`src/design/wildcard_byte_pattern_search_unit_macros.svh`:
```
// assertion macros for the wildcard byte pattern search unit
`ifndef WILDCARD_BYTE_PATTERN_SEARCH_UNIT_MACROS_SVH
`define WILDCARD_BYTE_PATTERN_SEARCH_UNIT_MACROS_SVH

`ifndef ASSERT_OFF

// same-cycle implication, disabled in reset
`define WBPS_ASSERT_SAME(label, clk, rst_n, ante, cons) \
  label: assert property (@(posedge clk) disable iff (!rst_n) (ante) |-> (cons)) \
    else $error("wbps assertion failed");

// next-cycle implication, disabled in reset
`define WBPS_ASSERT_NEXT(label, clk, rst_n, ante, cons) \
  label: assert property (@(posedge clk) disable iff (!rst_n) (ante) |=> (cons)) \
    else $error("wbps assertion failed");

`else

`define WBPS_ASSERT_SAME(label, clk, rst_n, ante, cons)
`define WBPS_ASSERT_NEXT(label, clk, rst_n, ante, cons)

`endif

`endif

```
`src/design/wbps_pkg.sv`:
```
// shared types and constants for the wildcard byte pattern search unit
`timescale 1ns / 1ps

package wbps_pkg;

  localparam int PAT_REG_BYTES = 32;
  localparam int CFG_IDX_W     = 3;
  localparam int CFG_DATA_W    = 64;
  localparam int OFFSET_W      = 32;
  localparam int LEN_W         = 6;

  // configuration register indexes
  localparam logic [CFG_IDX_W-1:0] REG_PAT_LO     = 3'd0;
  localparam logic [CFG_IDX_W-1:0] REG_PAT_MID_LO = 3'd1;
  localparam logic [CFG_IDX_W-1:0] REG_PAT_MID_HI = 3'd2;
  localparam logic [CFG_IDX_W-1:0] REG_PAT_HI     = 3'd3;
  localparam logic [CFG_IDX_W-1:0] REG_EXACT_MASK = 3'd4;
  localparam logic [CFG_IDX_W-1:0] REG_PAT_LEN    = 3'd5;

  localparam logic [1:0] MATCH_AMBIGUOUS = 2'd2;

  typedef struct packed {
    logic [7:0] data_byte;
    logic       last_byte;
  } in_item_t;

  typedef struct packed {
    logic [1:0]          num_matches;
    logic [OFFSET_W-1:0] first_offset;
  } out_item_t;

endpackage

```
`src/design/wildcard_byte_pattern_search_unit.sv`:
```
// wildcard byte pattern search: input register, parallel window compare, result register
// the last byte is first captured in the input register, and the result register loads
// when that byte is processed out of the input register
// throughput: one byte per cycle, set by the combinational compare of all pattern positions
// the input side keeps flowing while a result waits, unless a second last byte needs the slot
// synchronous active-low reset clears pattern registers, window, counters and both valids
`timescale 1ns / 1ps
`include "wildcard_byte_pattern_search_unit_macros.svh"

module wildcard_byte_pattern_search_unit #(
  parameter int MAX_PATTERN_BYTES = 32
) (
  input  logic                               clk,
  input  logic                               rst_n,
  input  logic                               cfg_valid,
  output logic                               cfg_ready,
  input  logic [wbps_pkg::CFG_IDX_W-1:0]     cfg_index,
  input  logic [wbps_pkg::CFG_DATA_W-1:0]    cfg_data,
  input  logic                               in_valid,
  output logic                               in_ready,
  input  wbps_pkg::in_item_t                 in_item,
  output logic                               out_valid,
  input  logic                               out_ready,
  output wbps_pkg::out_item_t                out_item
);

  localparam int IDX_W = (MAX_PATTERN_BYTES > 1) ? $clog2(MAX_PATTERN_BYTES) : 1;
  localparam int OW    = wbps_pkg::OFFSET_W;
  localparam int LW    = wbps_pkg::LEN_W;

  // configuration registers
  logic [3:0][wbps_pkg::CFG_DATA_W-1:0] pat_words_r;
  logic [wbps_pkg::PAT_REG_BYTES-1:0]   exact_mask_r;
  logic [LW-1:0]                        pat_len_r;

  // input stage
  logic                 in_valid_r;
  wbps_pkg::in_item_t   in_item_r;

  // scan state
  logic [7:0]           win_r   [MAX_PATTERN_BYTES];
  logic [7:0]           win_nxt [MAX_PATTERN_BYTES];
  logic [OW-1:0]        bytes_seen_r;
  logic [OW-1:0]        bytes_seen_nxt;
  logic [1:0]           matches_r;
  logic [1:0]           matches_nxt;
  logic [OW-1:0]        first_off_r;
  logic [OW-1:0]        first_off_nxt;

  // result stage
  logic                 out_valid_r;
  logic                 out_valid_nxt;
  wbps_pkg::out_item_t  out_item_r;

  logic                 proc_go;
  logic                 not_saturated;
  logic                 len_ok;
  logic                 hit;
  logic                 all_match;
  logic [OW-1:0]        seen_inc;

  logic [7:0]           pat_ext   [MAX_PATTERN_BYTES];
  logic                 exact_ext [MAX_PATTERN_BYTES];
  logic [LW:0]          sel_idx   [MAX_PATTERN_BYTES];
  logic [MAX_PATTERN_BYTES-1:0] miss;

  // pattern bytes past the register file act as wildcards
  for (genvar j = 0; j < MAX_PATTERN_BYTES; j++) begin : g_pat
    if (j < wbps_pkg::PAT_REG_BYTES) begin : g_reg
      assign pat_ext[j]   = pat_words_r[j / 8][(j % 8) * 8 +: 8];
      assign exact_ext[j] = exact_mask_r[j];
    end else begin : g_wild
      assign pat_ext[j]   = 8'h00;
      assign exact_ext[j] = 1'b0;
    end
  end

  assign cfg_ready = 1'b1;

  always_ff @(posedge clk) begin
    if (!rst_n) begin
      pat_words_r  <= '0;
      exact_mask_r <= '0;
      pat_len_r    <= '0;
    end else if (cfg_valid && cfg_ready) begin
      unique case (cfg_index)
        wbps_pkg::REG_PAT_LO:     pat_words_r[0] <= cfg_data;
        wbps_pkg::REG_PAT_MID_LO: pat_words_r[1] <= cfg_data;
        wbps_pkg::REG_PAT_MID_HI: pat_words_r[2] <= cfg_data;
        wbps_pkg::REG_PAT_HI:     pat_words_r[3] <= cfg_data;
        wbps_pkg::REG_EXACT_MASK: exact_mask_r   <= cfg_data[wbps_pkg::PAT_REG_BYTES-1:0];
        wbps_pkg::REG_PAT_LEN:    pat_len_r      <= cfg_data[LW-1:0];
        default: ;
      endcase
    end
  end

  // a last byte waits only while the result slot is still occupied
  assign proc_go  = in_valid_r &&
                    (!in_item_r.last_byte || !out_valid_r || out_ready);
  assign in_ready = !in_valid_r || proc_go;

  always_ff @(posedge clk) begin
    if (!rst_n) begin
      in_valid_r <= 1'b0;
    end else if (in_ready) begin
      in_valid_r <= in_valid;
    end
  end

  always_ff @(posedge clk) begin
    if (in_valid && in_ready) begin
      in_item_r <= in_item;
    end
  end

  // window after the new byte shifts in, newest at index 0
  always_comb begin
    win_nxt[0] = in_item_r.data_byte;
    for (int i = 1; i < MAX_PATTERN_BYTES; i++) begin
      win_nxt[i] = win_r[i-1];
    end
  end

  // pattern byte j lines up with the byte that arrived len-1-j items ago
  always_comb begin
    for (int j = 0; j < MAX_PATTERN_BYTES; j++) begin
      sel_idx[j] = {1'b0, pat_len_r} - (LW+1)'(1) - (LW+1)'(j);
      miss[j]    = ((LW+1)'(j) < {1'b0, pat_len_r}) && exact_ext[j] &&
                   (win_nxt[sel_idx[j][IDX_W-1:0]] != pat_ext[j]);
    end
  end

  assign all_match     = ~|miss;
  assign not_saturated = bytes_seen_r != '1;
  assign seen_inc      = bytes_seen_r + OW'(1);
  assign len_ok        = (pat_len_r != '0) &&
                         ({1'b0, pat_len_r} <= (LW+1)'(MAX_PATTERN_BYTES));
  assign hit           = not_saturated && len_ok && (seen_inc >= OW'(pat_len_r)) &&
                         (matches_r < wbps_pkg::MATCH_AMBIGUOUS) && all_match;

  always_comb begin
    bytes_seen_nxt = not_saturated ? seen_inc : bytes_seen_r;
    matches_nxt    = hit ? matches_r + 2'd1 : matches_r;
    first_off_nxt  = (hit && (matches_r == 2'd0)) ? seen_inc - OW'(pat_len_r)
                                                   : first_off_r;
  end

  always_ff @(posedge clk) begin
    if (!rst_n) begin
      bytes_seen_r <= '0;
      matches_r    <= '0;
      first_off_r  <= '0;
      for (int i = 0; i < MAX_PATTERN_BYTES; i++) begin
        win_r[i] <= 8'h00;
      end
    end else if (proc_go) begin
      if (in_item_r.last_byte) begin
        bytes_seen_r <= '0;
        matches_r    <= '0;
        first_off_r  <= '0;
        for (int i = 0; i < MAX_PATTERN_BYTES; i++) begin
          win_r[i] <= 8'h00;
        end
      end else begin
        bytes_seen_r <= bytes_seen_nxt;
        matches_r    <= matches_nxt;
        first_off_r  <= first_off_nxt;
        for (int i = 0; i < MAX_PATTERN_BYTES; i++) begin
          win_r[i] <= win_nxt[i];
        end
      end
    end
  end

  assign out_valid_nxt = (out_valid_r && !out_ready) || (proc_go && in_item_r.last_byte);

  always_ff @(posedge clk) begin
    if (!rst_n) begin
      out_valid_r <= 1'b0;
    end else begin
      out_valid_r <= out_valid_nxt;
    end
  end

  always_ff @(posedge clk) begin
    if (proc_go && in_item_r.last_byte) begin
      out_item_r.num_matches  <= matches_nxt;
      out_item_r.first_offset <= (matches_nxt != 2'd0) ? first_off_nxt : '0;
    end
  end

  assign out_valid = out_valid_r;
  assign out_item  = out_item_r;

  `WBPS_ASSERT_SAME(a_count_range, clk, rst_n, 1'b1, matches_r != 2'd3)
  `WBPS_ASSERT_SAME(a_offset_zero_without_match, clk, rst_n, matches_r == 2'd0,
                    first_off_r == '0)
  `WBPS_ASSERT_NEXT(a_last_clears_and_reports, clk, rst_n,
                    proc_go && in_item_r.last_byte,
                    out_valid_r && (bytes_seen_r == '0) && (matches_r == 2'd0))
  `WBPS_ASSERT_NEXT(a_count_advances, clk, rst_n,
                    proc_go && !in_item_r.last_byte && not_saturated,
                    bytes_seen_r == $past(bytes_seen_r) + OW'(1))
  `WBPS_ASSERT_SAME(a_empty_stage_ready, clk, rst_n, !in_valid_r, in_ready)

endmodule
```
`config.mk`:
```
export PLATFORM = sky130hd
export DESIGN_NAME = wildcard_byte_pattern_search_unit
export DESIGN_NICKNAME = d
export VERILOG_FILES = /design/src/design/wbps_pkg.sv /design/src/design/wildcard_byte_pattern_search_unit.sv
export VERILOG_INCLUDE_DIRS = /design/src /design/src/design
export SDC_FILE = /design/constraint.sdc
export NUM_CORES = 2
export LEC_CHECK = 0
export BUFFER_PORTS_ARGS = -buffer_cell sky130_fd_sc_hd__buf_2
export CORE_MARGIN = 3
export CORE_UTILIZATION = 60
export DETAILED_ROUTE_END_ITERATION = 16
export PLACE_DENSITY = 0.87
export SLEW_MARGIN = 20
export SYNTH_ARGS = -nofsm -noshare
export SYNTH_HDL_FRONTEND = slang
export SYNTH_SLANG_ARGS = --single-unit
```
`constraint.sdc`:
```
create_clock -name clk -period 9.1 [get_ports clk]
set_input_delay 0.91 -clock clk [delete_from_list [all_inputs] [get_ports clk]]
set_output_delay 0.91 -clock clk [all_outputs]
set_load 0.01 [all_outputs]
```
==> flow_summary.ini <==
[yosys]
synth_compound_area_share_pct = 12.3
dominantRegCellSynth = dfxtp_1
synth_top_family_by_area = multiplexers
async_flop_share_pct = 0
synth-edff-count = 283
yosysWarnings = 0
syn_inst = 5154
synth_seq_area_share_pct = 32.7
synthAdderAreaFrac_pct = 0.555
yosysTopAreaCell = edfxtp_1
synth_area_leaders = edfxtp_1 17%, dfxtp_1 15%, mux2i_1 10%
syn-cell-area_sq_um = 48700
synthDistinctLibCells = 93
muxShareOfSynthArea_pct = 24.5
synth_top_area_share_pct = 17.4
synth_seq_cells = 653
synth.avg_cell_area_sq_um = 9.45
synth_xor_area_share_pct = 9.43
syn-num-nets = 5256
yosys.area_share.simple_pct = 16.8

[worst_setup_path]
cp_max_fo = 42
start_kind = flip-flop
critPathKind = reg -> reg
arrival_ns = 8.82
required_ns = 9.47
worst_setup_path_end_kind = flip-flop
r2r_slack_ns = 0.65

[clock_network]
clk_path_buf_depth = 3
cts_buffers = 74
cts_resized = 0
cts_hold_buf = 0
post_cts_buffers = 0
root_buffer = clkbuf_16
cts.sinks = 653
cts_tree = done
clkTransAtPathRegs_ns = 0.06
clock_latency_ns = 0.67
cts-htree-levels = 3

[final_layout]
layout.nets = 5134
num-fill-cells = 6227
drive_gt1_share_pct = 16.3
multi_input_area_sq_um = 31200
ff_latch_area_sq_um = 15900
syn_to_final_growth_pct = 7.50
fin_util_pct = 65.7

[sta]
fin_skew_ns = 0.0244
fin_crit_sh_pct = 92.9
final_max_slew_viol_count = 0
hold_viol = 0
worst_pin_slew_ns = 1.42
fmax_mhz = 118
period_minus_slack_ns = 8.45
rsz0062_at_grt = no
setup_viol = 0
slew-limit-headroom_pct = 5.52
setup_tns_ns = 0

[floorplanning]
rows = 103
initial_core_util_pct = 61.1
io_pins = 118
core-area_sq_um = 79600
die_h_microns = 291
die_area_sq_um = 84600
fp.dieW_microns = 291

[route]
drtPass1Iterations = 6
post_drt_via_cell_ratio = 7.15
via_count = 43900
ant_nets = 0
routed_wl_mm = 209
drc = 0
drt_iter0_drc = 6464
avgRoutedWirePerCell_microns = 34.0

[power]
ir_drop_mv = 0.192
power_mw = 8.82
comb_power_share_pct = 26.9
leakage_nw = 19.6
power_density_nw_per_um2 = 168
p_int_mw = 5.82
p_sw_share_pct = 34.1
p_seq_share_pct = 37.4
power_switching_mw = 3.00
clkPwrFrac_pct = 35.7

[place]
io_buffers = 116
gp_congestion = 1.10
hpwl_mm = 156

[global_routing]
grt_max_degree = 249
grt_pass1_wl_mm = 296
grt_pass1_vias = 40600
antenna_found_initial = 9
grtUsageTotal_pct = 47.8
overflow = 0

[hold_path]
hold_class = in -> reg

[flow_run]
maxCapViolCount = 0

[outcome]
status = completed
==> through the flow <==
step	hold slack, ns	cells	cell area [sq um]	setup slack, ns
after floorplan	0.439	5154	48700	1.66
after global placement	0.449	6005	49800	1.21
after detailed placement	0.455	6005	49800	1.12
after CTS	0.411	6142	52300	1.06
after global routing	0.434	6143	52300	0.600
final	0.434	6145	52400	0.645
==> power groups by stage <==
stage / Combinational [mW] / Sequential (mW) / Clock, mW
after floorplan: 1.46 / 3.29 / 0
after global placement: 2.23 / 3.34 / 0
after detailed placement: 2.25 / 3.35 / 0
after CTS: 2.26 / 3.29 / 3.14
after global routing: 2.43 / 3.30 / 3.26
final: 2.38 / 3.30 / 3.15
==> logic make-up after synthesis <==
kind of cell	Yosys count
adders and majority gates	21
muxes	933
buffers and inverters	430
DFF	653
and+or+nand+nor	1746
AOI/OAI and AO/OA	854
xor gates and xnor gates	516
other	1
==> placed cells by master (no fill, tap or decap), types with 40 or more instances in the layout <==
| cell type | synthesis | layout |
|---|---|---|
| a21boi_0 | 303 | 303 |
| mux2i_1 | 497 | 496 |
| a22oi_1 | 40 | 40 |
| o22ai_1 | 85 | 85 |
| buf_2 | 98 | 115 |
| nand4_1 | 67 | 67 |
| nor2b_1 | 50 | 48 |
| nor4_1 | 49 | 47 |
| nand3_1 | 49 | 47 |
| nand2_1 | 823 | 818 |
| a21oi_1 | 115 | 114 |
| nor3_1 | 87 | 85 |
| buf_4 | 13 | 74 |
| edfxtp_1 | 283 | 283 |
| clkbuf_16 | 0 | 76 |
| mux2_2 | 254 | 254 |
| xor2_1 | 232 | 231 |
| dfxtp_1 | 370 | 368 |
| o21ai_0 | 95 | 95 |
| and3_1 | 259 | 258 |
| mux4_2 | 182 | 182 |
| nor2_1 | 235 | 233 |
| xnor2_1 | 279 | 274 |
==> path summary, 6_finish.rpt <==
| kind | from | end | depth (start not counted) |
|---|---|---|---|
| setup / recovery | pat_len_r[3] | out_item[12] | 16 |
| hold / removal | in_item[3] | in_item_r[3] | 1 |
| setup reg to reg | pat_len_r[3] | out_item[12] | 16 |
| hold reg to reg | exact_mask_r[17] | exact_mask_r[17] | 2 |
==> cell type report <==
type / instances / area share (%)
clock buffer: 100 / 4.00
inverter: 36 / 0.268
timing repair buffer: 196 / 2.42
tap: 1050 / 2.51
antenna: 2 / 0.00956
multi-input combinational: 4071 / 59.6
clock inverter: 37 / 0.815
sequential: 653 / 30.4
==> Yosys cell counts (9+ instances only) <==
| master | n |
|---|---|
| a211oi_1 | 30 |
| a21boi_0 | 303 |
| a21oi_1 | 115 |
| a22oi_1 | 40 |
| a31oi_1 | 9 |
| a32o_1 | 30 |
| and2_1 | 30 |
| and3_1 | 259 |
| buf_1 | 34 |
| buf_2 | 98 |
| buf_4 | 13 |
| clkbuf_1 | 246 |
| dfxtp_1 | 370 |
| edfxtp_1 | 283 |
| ha_1 | 20 |
| inv_1 | 32 |
| mux2_2 | 254 |
| mux2i_1 | 497 |
| mux4_2 | 182 |
| nand2_1 | 823 |
| nand2b_1 | 14 |
| nand3_1 | 49 |
| nand4_1 | 67 |
| nor2_1 | 235 |
| nor2b_1 | 50 |
| nor3_1 | 87 |
| nor4_1 | 49 |
| o211ai_1 | 26 |
| o21ai_0 | 95 |
| o221ai_1 | 10 |
| o22ai_1 | 85 |
| o31ai_1 | 9 |
| o32ai_1 | 9 |
| or2_2 | 18 |
| or3_1 | 26 |
| xnor2_1 | 279 |
| xor2_1 | 232 |
==> flip-flops by register name, indices dropped and copies added (netlist names) <==
| signal | cells |
|---|---|
| out_valid | 1 |
| out_item | 34 |
| exact_mask_r | 32 |
| matches_r | 2 |
| first_off_r | 32 |
| pat_len_r | 6 |
| in_item_r | 9 |
| win_r | 248 |
| in_valid_r | 1 |
| bytes_seen_r | 32 |
| pat_ext | 256 |
==> worst max-delay path, stage by stage (launching register included) <==
cell and delay (ns):
dfxtp_1 1.07, inv_1 0.65, ha_2 0.82, buf_4 0.74
nand2b_1 0.68, o22ai_1 0.17, or3_1 0.41, mux2i_1 0.25
xnor2_1 0.09, nor4_1 0.41, a21boi_0 0.46, nor2b_1 0.29
or4_1 0.51, nor4_4 0.56, nand2_2 0.17, mux2_2 0.66
nor2_1 0.14
==> routing by layer <==
layer / routed length, microns / part of all wire, % / vias to the layer above / global-route usage, %
li1: - / - / 18600 / -
met1: 75800 / 36 / 21500 / 60.5
met2: 85400 / 41 / 3190 / 67.9
met3: 29100 / 14 / 703 / 16.8
met4: 18800 / 9.0 / 6 / 34.0
met5: 45 / 0.022 / - / 0
(Power assumes the default switching activity.)
